File: config.mk
export PLATFORM = sky130hd
export DESIGN_NAME = integer_to_ascii_digits_unit
export DESIGN_NICKNAME = d
export VERILOG_FILES = /design/src/sv/i2a_pkg.sv /design/src/sv/integer_to_ascii_digits_unit.sv /design/src/sv/i2a_digit_reg.sv
export VERILOG_INCLUDE_DIRS = /design/src /design/src/sv
export SDC_FILE = /design/constraint.sdc
export NUM_CORES = 1
export LEC_CHECK = 0
export ABC_AREA = 1
export BUFFER_PORTS_ARGS = -buffer_cell sky130_fd_sc_hd__buf_2
export CAP_MARGIN = 20
export CELL_PAD_IN_SITES_DETAIL_PLACEMENT = 2
export CELL_PAD_IN_SITES_GLOBAL_PLACEMENT = 2
export CORE_MARGIN = 2
export CORE_UTILIZATION = 37
export CTS_BUF_LIST = sky130_fd_sc_hd__clkbuf_8
export DETAILED_ROUTE_END_ITERATION = 8
export GPL_TIMING_DRIVEN = 0
export PLACE_DENSITY = 0.82
export SLEW_MARGIN = 15
export SYNTH_ARGS = -nofsm -noshare
export SYNTH_HDL_FRONTEND = slang
export SYNTH_SLANG_ARGS = --single-unit
File: constraint.sdc
create_clock -name clk -period 2.88 [get_ports clk]
set_input_delay 0.432 -clock clk [delete_from_list [all_inputs] [get_ports clk]]
set_output_delay 0.432 -clock clk [all_outputs]
set_load 0.05 [all_outputs]
File: src/sv/integer_to_ascii_digits_unit_assert.svh
// Assertion macros shared by the integer-to-ASCII conversion RTL.
// Each macro expects signals named clk and arst_n in the module that uses it.
`ifndef INTEGER_TO_ASCII_DIGITS_UNIT_ASSERT_SVH
`define INTEGER_TO_ASCII_DIGITS_UNIT_ASSERT_SVH

// Same-cycle implication, checked only outside reset.
`define I2A_ASSERT_NOW(label, ante, cons, msg) \
	label: assert property (@(posedge clk) disable iff (!arst_n) (ante) |-> (cons)) \
		else $error(msg);

// Next-cycle implication, checked only outside reset.
`define I2A_ASSERT_NEXT(label, ante, cons, msg) \
	label: assert property (@(posedge clk) disable iff (!arst_n) (ante) |=> (cons)) \
		else $error(msg);

`endif

File: src/sv/i2a_pkg.sv
// Package for the integer-to-ASCII conversion unit: sequencer states,
// digit register commands and ASCII constants. Depends on nothing.
package i2a_pkg;

	typedef enum logic [2:0] {
		ST_IDLE,
		ST_CONVERT,
		ST_SIGN,
		ST_SKIP,
		ST_EMIT
	} i2a_state_t;

	// Commands from the sequencer to the digit register.
	typedef struct packed {
		logic load;       // load a new transaction
		logic load_hex;   // with load: take the word as hex nibbles, else clear
		logic dabble;     // one shift-and-add-3 step with bit_in entering
		logic bit_in;     // next magnitude bit, most significant first
		logic next_digit; // drop the top digit, move the rest up one place
	} i2a_digit_ctrl_t;

	localparam logic [7:0] ASCII_ZERO    = 8'h30;
	localparam logic [7:0] ASCII_LOWER_A = 8'h61;
	localparam logic [7:0] ASCII_MINUS   = 8'h2d;

	function automatic logic [7:0] digit_to_ascii(input logic [3:0] d);
		logic [7:0] code;
		if (d < 4'd10) begin
			code = ASCII_ZERO + 8'(d);
		end else begin
			code = ASCII_LOWER_A + 8'(d - 4'd10);
		end
		return code;
	endfunction

endpackage

File: src/sv/integer_to_ascii_digits_unit.sv
// Top level of the integer-to-ASCII conversion unit: sequencer, magnitude
// register and output strobe. Uses i2a_pkg, i2a_digit_reg and the assert header.
//
//  channel   signals                              handshake
//  input     value, hex_mode, signed_mode         taken when start && !busy
//  output    char_code, last_char                 strobe, one per character
//
// The word is loaded into the digit register at the accepting edge. A hex transaction then
// steps through the NDIG digit places (10 at 32 bits), one per leading zero digit skipped and
// one per character. A decimal transaction first runs bit-serial binary to BCD conversion
// (one magnitude bit per cycle) and then emits a minus sign if the word is negative.
// busy is high from the cycle after acceptance until the last character's cycle ends.
// Reset clears the sequencer only; there is no clearing pass and no stall from the receiver.
`include "integer_to_ascii_digits_unit_assert.svh"

module integer_to_ascii_digits_unit #(
	parameter int VALUE_WIDTH = 32
) (
	input  logic                   clk,
	input  logic                   arst_n,
	input  logic                   start,
	output logic                   busy,
	input  logic [VALUE_WIDTH-1:0] value,
	input  logic                   hex_mode,
	input  logic                   signed_mode,
	output logic                   strobe,
	output logic [7:0]             char_code,
	output logic                   last_char
);
	import i2a_pkg::*;

	// Decimal digits of the widest word; always at least the hex digit count.
	localparam int NDIG = (VALUE_WIDTH * 30103) / 100000 + 1;
	localparam int BW   = $clog2(VALUE_WIDTH + 1);
	localparam int RW   = $clog2(NDIG + 1);

	i2a_state_t       state_q, state_d;
	i2a_digit_ctrl_t  ctrl;
	logic [VALUE_WIDTH-1:0] mag_q;
	logic             neg_q;
	logic [BW-1:0]    bits_q;
	logic [RW-1:0]    rem_q;
	logic [3:0]       top_digit;
	logic             accept;
	logic             neg_in;
	logic             rem_is_one;
	logic             skip_lead;

	assign accept     = start && !busy;
	assign neg_in     = !hex_mode && signed_mode && value[VALUE_WIDTH-1];
	assign rem_is_one = (rem_q == RW'(1));
	// A leading zero is dropped unless it is the only digit left.
	assign skip_lead  = (top_digit == 4'd0) && !rem_is_one;
	assign busy       = (state_q != ST_IDLE);

	i2a_digit_reg #(
		.VW   (VALUE_WIDTH),
		.NDIG (NDIG)
	) u_digits (
		.clk        (clk),
		.ctrl       (ctrl),
		.load_value (value),
		.top_digit  (top_digit)
	);

	// Next state.
	always_comb begin
		state_d = state_q;
		case (state_q)
			ST_IDLE: begin
				if (accept) begin
					state_d = hex_mode ? ST_SKIP : ST_CONVERT;
				end
			end
			ST_CONVERT: begin
				if (bits_q == BW'(1)) begin
					state_d = neg_q ? ST_SIGN : ST_SKIP;
				end
			end
			ST_SIGN: begin
				state_d = ST_SKIP;
			end
			ST_SKIP: begin
				if (!skip_lead) begin
					state_d = rem_is_one ? ST_IDLE : ST_EMIT;
				end
			end
			ST_EMIT: begin
				if (rem_is_one) begin
					state_d = ST_IDLE;
				end
			end
			default: begin
				state_d = ST_IDLE;
			end
		endcase
	end

	// Outputs and digit register commands.
	always_comb begin
		ctrl       = '0;
		ctrl.bit_in = mag_q[VALUE_WIDTH-1];
		strobe     = 1'b0;
		char_code  = 8'h00;
		last_char  = 1'b0;
		case (state_q)
			ST_IDLE: begin
				ctrl.load     = accept;
				ctrl.load_hex = hex_mode;
			end
			ST_CONVERT: begin
				ctrl.dabble = 1'b1;
			end
			ST_SIGN: begin
				strobe    = 1'b1;
				char_code = ASCII_MINUS;
			end
			ST_SKIP: begin
				if (skip_lead) begin
					ctrl.next_digit = 1'b1;
				end else begin
					strobe          = 1'b1;
					char_code       = digit_to_ascii(top_digit);
					last_char       = rem_is_one;
					ctrl.next_digit = !rem_is_one;
				end
			end
			ST_EMIT: begin
				strobe          = 1'b1;
				char_code       = digit_to_ascii(top_digit);
				last_char       = rem_is_one;
				ctrl.next_digit = !rem_is_one;
			end
			default: begin
				ctrl = '0;
			end
		endcase
	end

	// Control registers.
	always_ff @(posedge clk or negedge arst_n) begin
		if (!arst_n) begin
			state_q <= ST_IDLE;
			bits_q  <= '0;
			rem_q   <= '0;
		end else begin
			state_q <= state_d;
			if (accept) begin
				bits_q <= BW'(VALUE_WIDTH);
				rem_q  <= RW'(NDIG);
			end else begin
				if (state_q == ST_CONVERT) begin
					bits_q <= bits_q - BW'(1);
				end
				if (ctrl.next_digit) begin
					rem_q <= rem_q - RW'(1);
				end
			end
		end
	end

	// Magnitude register: negated at acceptance when the signed word is negative, then shifted out MSB first.
	always_ff @(posedge clk) begin
		if (accept) begin
			mag_q <= neg_in ? (~value + VALUE_WIDTH'(1)) : value;
			neg_q <= neg_in;
		end else if (state_q == ST_CONVERT) begin
			mag_q <= {mag_q[VALUE_WIDTH-2:0], 1'b0};
		end
	end

	`I2A_ASSERT_NOW(a_strobe_busy, strobe, busy, "character strobed while not busy")
	`I2A_ASSERT_NOW(a_last_strobe, last_char, strobe, "last_char set without strobe")
	`I2A_ASSERT_NEXT(a_last_ends, strobe && last_char, !busy, "busy after final character")
	`I2A_ASSERT_NEXT(a_accept_busy, accept, busy, "not busy after accepting a transaction")
	`I2A_ASSERT_NOW(a_convert_quiet, state_q == ST_CONVERT, !strobe, "strobe during conversion")

endmodule

File: src/sv/i2a_digit_reg.sv
// Digit register of the integer-to-ASCII unit: a row of 4-bit digits that
// runs shift-and-add-3 binary to BCD conversion and shifts digits out. Uses i2a_pkg.
module i2a_digit_reg #(
	parameter int VW   = 32,
	parameter int NDIG = 10
) (
	input  logic                     clk,
	input  i2a_pkg::i2a_digit_ctrl_t ctrl,
	input  logic [VW-1:0]            load_value,
	output logic [3:0]               top_digit
);
	import i2a_pkg::*;

	localparam int DW = 4 * NDIG;

	logic [DW-1:0] digits_q;
	logic [DW-1:0] adj;

	// Each digit lane is corrected on its own before the shift.
	always_comb begin
		for (int i = 0; i < NDIG; i++) begin
			if (digits_q[4*i +: 4] >= 4'd5) begin
				adj[4*i +: 4] = digits_q[4*i +: 4] + 4'd3;
			end else begin
				adj[4*i +: 4] = digits_q[4*i +: 4];
			end
		end
	end

	always_ff @(posedge clk) begin
		if (ctrl.load) begin
			digits_q <= ctrl.load_hex ? DW'(load_value) : '0;
		end else if (ctrl.dabble) begin
			digits_q <= {adj[DW-2:0], ctrl.bit_in};
		end else if (ctrl.next_digit) begin
			digits_q <= {digits_q[DW-5:0], 4'h0};
		end
	end

	assign top_digit = digits_q[DW-1 -: 4];

endmodule

==> results of run 1 <==
## state kept, by name (all words and copies together) (netlist names)
name,count
bits_q,6
mag_q,32
neg_q,1
rem_q,4
state_q,3
u_digits.digits_q,40
## kinds of logic (layout without fill, tap and decap cells)
group | Yosys count | after routing | share of synthesized area
adders and majority gates | 28 | 28 | 0.0582
other | 1 | 1 | 0.000623
DFF | 86 | 86 | 0.418
and+or+nand+nor | 332 | 332 | 0.242
xor gates and xnor gates | 15 | 15 | 0.0218
AOI/OAI and AO/OA | 182 | 182 | 0.170
buffers and inverters | 130 | 194 | 0.0885
## power breakdown
part,switching (W),internal [W]
clock,0.000535,0.000404
sequential,0.000446,0.00246
combinational,0.00297,0.00137
## cell type report
cell class / count / area (µm²) / area share
well taps: 216 / 270 / 0.0400
inverters: 106 / 398 / 0.0589
plain buffers: 24 / 135 / 0.0200
multi-input cells: 558 / 2980 / 0.440
clock buffers: 9 / 124 / 0.0183
repair buffers: 48 / 265 / 0.0392
flip-flops and latches: 86 / 2520 / 0.372
clock inverters: 7 / 75.1 / 0.0111
## path summary, 6_finish.rpt
path,start,endpoint,slack (ps),depth (start not counted)
max reg2reg,state_q[1]$_DFFE_PN0P_,u_digits.digits_q[10]$_DFFE_PP_,400,7
max in group asynchronous,arst_n,state_q[1]$_DFFE_PN0P_,2170,2
min reg2reg,rem_q[3]$_DFFE_PN0P_,rem_q[3]$_DFFE_PN0P_,510,1
max,u_digits.digits_q[38]$_SDFFCE_PP0P_,char_code[3],220,10
min in group asynchronous,arst_n,bits_q[1]$_DFFE_PN0P_,460,2
min,start,state_q[0]$_DFFE_PN0P_,400,3
## per-stage QoR
| stage | utilization | cell area, µm² | cells | worst slack (ps) | TNS (ps) |
|---|---|---|---|---|---|
| floorplan | - | 6020 | 774 | 72.5 | 0 |
| global placement | 0.411 | 6520 | 1036 | -270 | -10710 |
| detailed placement | 0.412 | 6540 | 1037 | 354 | 0 |
| CTS | 0.425 | 6750 | 1054 | 132 | 0 |
| global route | 0.426 | 6760 | 1054 | 42.5 | 0 |
| finish | 0.426 | 6760 | 1054 | 217 | 0 |
## tightest hold or removal path, cell delays in order
cell and delay [ps]:
buf_2 90, o21ai_0 100, o21bai_1 130
## metal layers
layer | track usage | vias to the layer above | wire length (µm)
li1 | - | 2755 | -
met1 | 0.327 | 2880 | 9840
met2 | 0.440 | 79 | 10500
met3 | 0.0282 | 26 | 587
met4 | 0.0827 | 0 | 476
met5 | 0 | - | 0
## layout by cell type (no fill, tap or decap), types with 17 or more instances in the layout
cell	n
inv_1	100
nor2_1	84
a21oi_1	48
o21ai_0	74
nand3_1	66
or2_2	17
nand2_1	134
edfxtp_1	73
ha_1	28
buf_2	56
o211ai_1	17
## what timing repair did
item,CTS,global route
gates resized for setup,0,4
hold buffers,1,0
hold endpoints to repair,13,0
setup endpoints to repair,0,3
==> summary.txt, run 1 <==
STA
  – Max Freq: around 380 MHz
  – Unrepaired setup endpoints after global routing: false
  – Final Slew Violations: 0
  – Least-Margin Pin Slew: about 1000 ps
  – Rel. slew slack: 0.324
  – Setup Viol. Count Final: 0
  – Final hold vios: 0
  – Final period utilization: 0.925
  – Post-layout min period: 2660 ps
  – Hold WS: around 400 ps
  – Clock Skew: about 12 ps

Power and ir drop
  – Peak supply drop: between 0.4 and 0.5 mV
  – Design Power: ~0.0082 W
  – P per Cell Area: between 1000 and 1500 nW/µm²
  – Leakage Power: about 3 nW

Synth
  – Warnings, synthesis: 0
  – Register area share after synthesis: 0.418
  – Register bit total from synthesis: between 80 and 90
  – Syn Nets: ~840
  – Yosys top cell by area: edfxtp_1
  – Post-synth EDFFs: 73
  – Top cells by area, synth: edfxtp_1, nand2_1, inv_1
  – Post-synth top cells: nand2_1, inv_1, nor2_1
  – Share of the synthesized area in the top cell type: 0.364
  – Cells after Synth: roughly 770
  – Yosys cell types: 39
  – Cell Area, Synth: 6020 µm²
  – Asr flop ratio synth: 0.151
  – Commonest register cell after synthesis: edfxtp_1
  – Most common cell in the synthesized netlist: nand2_1
  – Mean post-synth cell area: around 7.8 µm²

Run status
  – Outcome: finished, final reports clean

Floorplanning
  – Die X-Extent: approximately 130 µm
  – Die area: roughly 17,000 µm²
  – IO Pins: between 40 and 50
  – Num rows: 46
  – Core Region: between 15,000 and 20,000 µm²
  – Vert. Die Dim: ~130 µm
  – Starting density of the core: 0.379

GRT
  – Gr usage total: 0.253
  – Vias in the first global route: 6,251
  – Antenna violations before repair: 0
  – Largest net degree at the start of global routing: 42
  – Global-route wire length before repair: around 34,000 µm
  – Total gr overflow: 0

Setup path
  – Worst path bufs/invs: 3
  – Top delay family on crit path: flip-flops
  – Critical path cell sequence: inv_2, ha_1, inv_1, ha_1, nand3_1, nand2_1, nor2_1, a21oi_1, o21ai_0, clkbuf_4
  – Max Fanout on Critical Path: 5
  – CP Capture Type: output port
  – Crit Path Class: reg -> out
  – CP dominant cell by count: ha_1
  – Critical Path Start Type: flop
  – Required time worst endpoint: between 2000 and 2500 ps
  – CP peak stage delay: approximately 480 ps
  – CP max stage cell: edfxtp_1
  – CP arrival: roughly 2200 ps

Routing
  – WL/cell: 20.3 µm
  – Drt drc: 0
  – First DRT Iteration DRCs: ~340
  – Vias per inst: around 5.4
  – Via count: approximately 5.7k
  – Drt pass-1 iters: 4
  – ANT nets after route: 0
  – Final wirelength: roughly 21,000 µm

Final layout
  – Layout Nets: 898
  – Share of cells above drive strength 1: 0.135
  – Area growth syn-to-layout: 12.3%
  – N_diodes: 0
  – FILL cells: around 1.9k

Clocking
  – Post-CTS setup buffers: 0
  – TritonCTS clock tree: done
  – Num CTS Buffers: 9
  – Root Driver: clkbuf_8
  – Worst-path clk slew: approximately 100 ps
  – Worst skew pair latency: about 400 ps
  – Htree depth: 3
  – Clock tree buffer depth: 2
  – CTS Sinks: 86

Placed design
  – Dpl hpwl: approximately 17,000 µm
  – Placer's final routability congestion estimate: 0.902
  – IO buf count: 46

Run
  – Max Cap Viol: 0

Hold path
  – Hold Crit Class: in -> reg
Note: power is estimated with default switching activity, not from simulation.
==> run 2: changes to the inputs <==
--- a/config.mk
+++ b/config.mk
@@ -6,17 +6,16 @@
 export SDC_FILE = /design/constraint.sdc
 export NUM_CORES = 1
 export LEC_CHECK = 0
-export ABC_AREA = 1
 export BUFFER_PORTS_ARGS = -buffer_cell sky130_fd_sc_hd__buf_2
 export CAP_MARGIN = 20
-export CELL_PAD_IN_SITES_DETAIL_PLACEMENT = 2
-export CELL_PAD_IN_SITES_GLOBAL_PLACEMENT = 2
+export CELL_PAD_IN_SITES_DETAIL_PLACEMENT = 0
+export CELL_PAD_IN_SITES_GLOBAL_PLACEMENT = 1
 export CORE_MARGIN = 2
-export CORE_UTILIZATION = 37
+export CORE_UTILIZATION = 44
 export CTS_BUF_LIST = sky130_fd_sc_hd__clkbuf_8
 export DETAILED_ROUTE_END_ITERATION = 8
 export GPL_TIMING_DRIVEN = 0
-export PLACE_DENSITY = 0.82
+export PLACE_DENSITY = 0.79
 export SLEW_MARGIN = 15
 export SYNTH_ARGS = -nofsm -noshare
 export SYNTH_HDL_FRONTEND = slang
==> constraint.sdc (replaced) <==
create_clock -name clk -period 2.3 [get_ports clk]
set_input_delay 0.345 -clock clk [delete_from_list [all_inputs] [get_ports clk]]
set_output_delay 0.345 -clock clk [all_outputs]
set_load 0.05 [all_outputs]
==> summary.txt, run 2 <==
STA
  – Final period utilization: 1.01
  – Unrepaired setup endpoints after global routing: true
  – Rel. slew slack: 0.642
  – Fin worst setup slack: -17.7 ps
  – Clock Skew: 13.7 ps
  – Setup Viol. Count Final: 1
  – Least-Margin Pin Slew: 537 ps
  – Max Freq: between 400 and 500 MHz
  – Final hold vios: 0
  – Final Slew Violations: 0
  – Hold WS: about 350 ps
  – Post-layout min period: 2320 ps

Final layout
  – FILL cells: 1,204
  – N_diodes: 0
  – Area growth syn-to-layout: 16.4%
  – Share of cells above drive strength 1: 0.182
  – Layout Nets: about 730
  – Top reg by flops: u_digits.digits_q
  – Largest regs: u_digits.digits_q (40), mag_q (32), bits_q (6)
  – Multi-input logic area: around 3000 µm²
  – Non-filler cells, final: between 800 and 900
  – Max reg flops: 40
  – Most common cell after layout, fill and taps aside: edfxtp_1
  – Most frequent cells in the layout: edfxtp_1, o21ai_0, nand2_1
  – Register Area: 2520 µm²

Routing
  – Drt pass-1 iters: 5
  – ANT nets after route: 0
  – Vias per inst: 5.64
  – Drt drc: 0
  – First DRT Iteration DRCs: 370
  – Via count: about 4.8k
  – WL/cell: between 15 and 20 µm
  – Final wirelength: approximately 14,000 µm

GRT
  – Gr usage total: 0.212
  – Total gr overflow: 0
  – Largest net degree at the start of global routing: 41
  – GR peak layer: met2
  – Vias in the first global route: between 4k and 5k
  – Global-route wire length before repair: about 24,000 µm
  – Antenna violations before repair: 0
  – Global routing usage on met3: 0.0291
  – Met1 GRT Util: 0.299
  – Met2 usage in global routing: 0.341

Hold path
  – Hold Crit Class: in -> reg
  – Hold path depth: 2

Placed design
  – Dpl cells: slightly above 800
  – IO buf count: 46
  – Place WS: -903 ps
  – Placer's final routability congestion estimate: around 0.85
  – Dpl hpwl: roughly 11,000 µm

Synth
  – Yosys cell types: 57
  – Cells after Synth: approximately 600
  – Share of the synthesized area in the top cell type: 0.387
  – Top cells by area, synth: edfxtp_1, ha_1, o21ai_0
  – Most common cell in the synthesized netlist: edfxtp_1
  – Mean post-synth cell area: between 9 and 10 µm²
  – Cell Area, Synth: 5670 µm²
  – Register bit total from synthesis: between 80 and 90
  – Warnings, synthesis: 0
  – Yosys top cell by area: edfxtp_1
  – Commonest register cell after synthesis: edfxtp_1
  – Asr flop ratio synth: 0.151
  – Register area share after synthesis: 0.444
  – Post-synth top cells: edfxtp_1, o21ai_0, nand2_1
  – Syn Nets: 664
  – Post-synth EDFFs: 73

Setup path
  – Critical path cell sequence: inv_2, ha_4, or3b_4, nand4_1, a21oi_2, a41oi_2, buf_6
  – Required time worst endpoint: approximately 2000 ps
  – Max Fanout on Critical Path: 5
  – CP max stage cell: or3b_4
  – CP arrival: 1970 ps
  – Reg2reg path depth: 8
  – CP Capture Type: output port
  – Critical Path Start Type: flop
  – Crit Path Class: reg -> out
  – CP peak stage delay: 410 ps

Floorplanning
  – Die X-Extent: 117 µm
  – Core Region: 12,600 µm²
  – Num rows: slightly above 40
  – Vert. Die Dim: approximately 120 µm
  – Die area: around 14,000 µm²
  – IO Pins: 48
  – Starting density of the core: 0.449

Run status
  – Failing checks: setup timing
  – Outcome: complete, but fails checks

Power and ir drop
  – Leakage Power: approximately 2.6 nW
  – P per Cell Area: approximately 1500 nW/µm²
  – Design Power: between 0.009 and 0.01 W
  – Peak supply drop: between 0.6 and 0.7 mV

Clocking
  – Num CTS Buffers: 9
  – CTS Sinks: between 80 and 90
  – Worst-path clk slew: roughly 90 ps
  – TritonCTS clock tree: done
  – Worst skew pair latency: between 300 and 400 ps
  – Root Driver: clkbuf_8
  – Htree depth: 3
  – Clock tree buffer depth: 2

Run
  – Max Cap Viol: 0
## run 2: cell families after synthesis
logic type / after synthesis / synth area share
other cells: 1 / 0.000662
compound gates: 182 / 0.195
fa+ha+maj: 28 / 0.0618
buf+inv: 68 / 0.0508
simple gates: 183 / 0.168
mux: 2 / 0.00375
xor+xnor: 49 / 0.0757
flops: 86 / 0.444
## run 2: critical path, delay by kind of cell, from the launching register on
family                     cells  cell delay [ps]
adders and majority gates      1              120
and+or+nand+nor                2              510
DFF                            1              400
buffers and inverters          2              270
AOI/OAI and AO/OA              2              310
## run 2: power by group
part           switching (W)  total, W  internal [W]
clock               0.000556   0.00117      0.000618
combinational        0.00304   0.00500       0.00195
sequential          0.000625   0.00368       0.00305
total                0.00423   0.00985       0.00562
## run 2: what timing repair did
item,CTS,global route
hold endpoints to repair,13,0
endpoints found under the setup margin,113,67
gates resized for setup,34,12
buffers inserted,10,3
hold buffers,1,0
pin swaps,4,4
## run 2: worst paths after layout
check,startpoint,endpoint,slack (ps)
setup / recovery,rem_q[1]$_DFFE_PN0P_,char_code[5],-20
setup reg to reg,state_q[1]$_DFFE_PN0P_,u_digits.digits_q[9]$_DFFE_PP_,170
hold / removal,value[31],u_digits.digits_q[31]$_DFFE_PP_,350
min in group asynchronous,arst_n,rem_q[1]$_DFFE_PN0P_,400
max in group asynchronous,arst_n,bits_q[4]$_DFFE_PN0P_,1660
hold reg to reg,mag_q[25]$_DFFE_PP_,mag_q[26]$_DFFE_PP_,530
## run 2: layout make-up
class                           count  share of cell area
Timing Repair Buffer               60              0.0561
Sequential cell                    86               0.381
Clock inverter                      3             0.00607
Tap cell                          172              0.0326
Inverter                           40              0.0233
Buffer                             24              0.0199
Clock buffer                       13              0.0271
Multi-Input combinational cell    445               0.453
## run 2: through the flow
stage | util | cell area (µm²) | setup TNS (ps)
floorplan | - | 5690 | -367
global placement | 0.486 | 6130 | -62700
detailed placement | 0.486 | 6130 | -51510
CTS | 0.520 | 6560 | 0
global route | 0.523 | 6600 | -529
finish | 0.523 | 6600 | -17.7
## run 2: metal layers
metal | vias up | wire length [µm]
met2 | 118 | 6880
met1 | 2313 | 6790
li1 | 2309 | -
met5 | - | 0
met3 | 12 | 597
met4 | 0 | 174
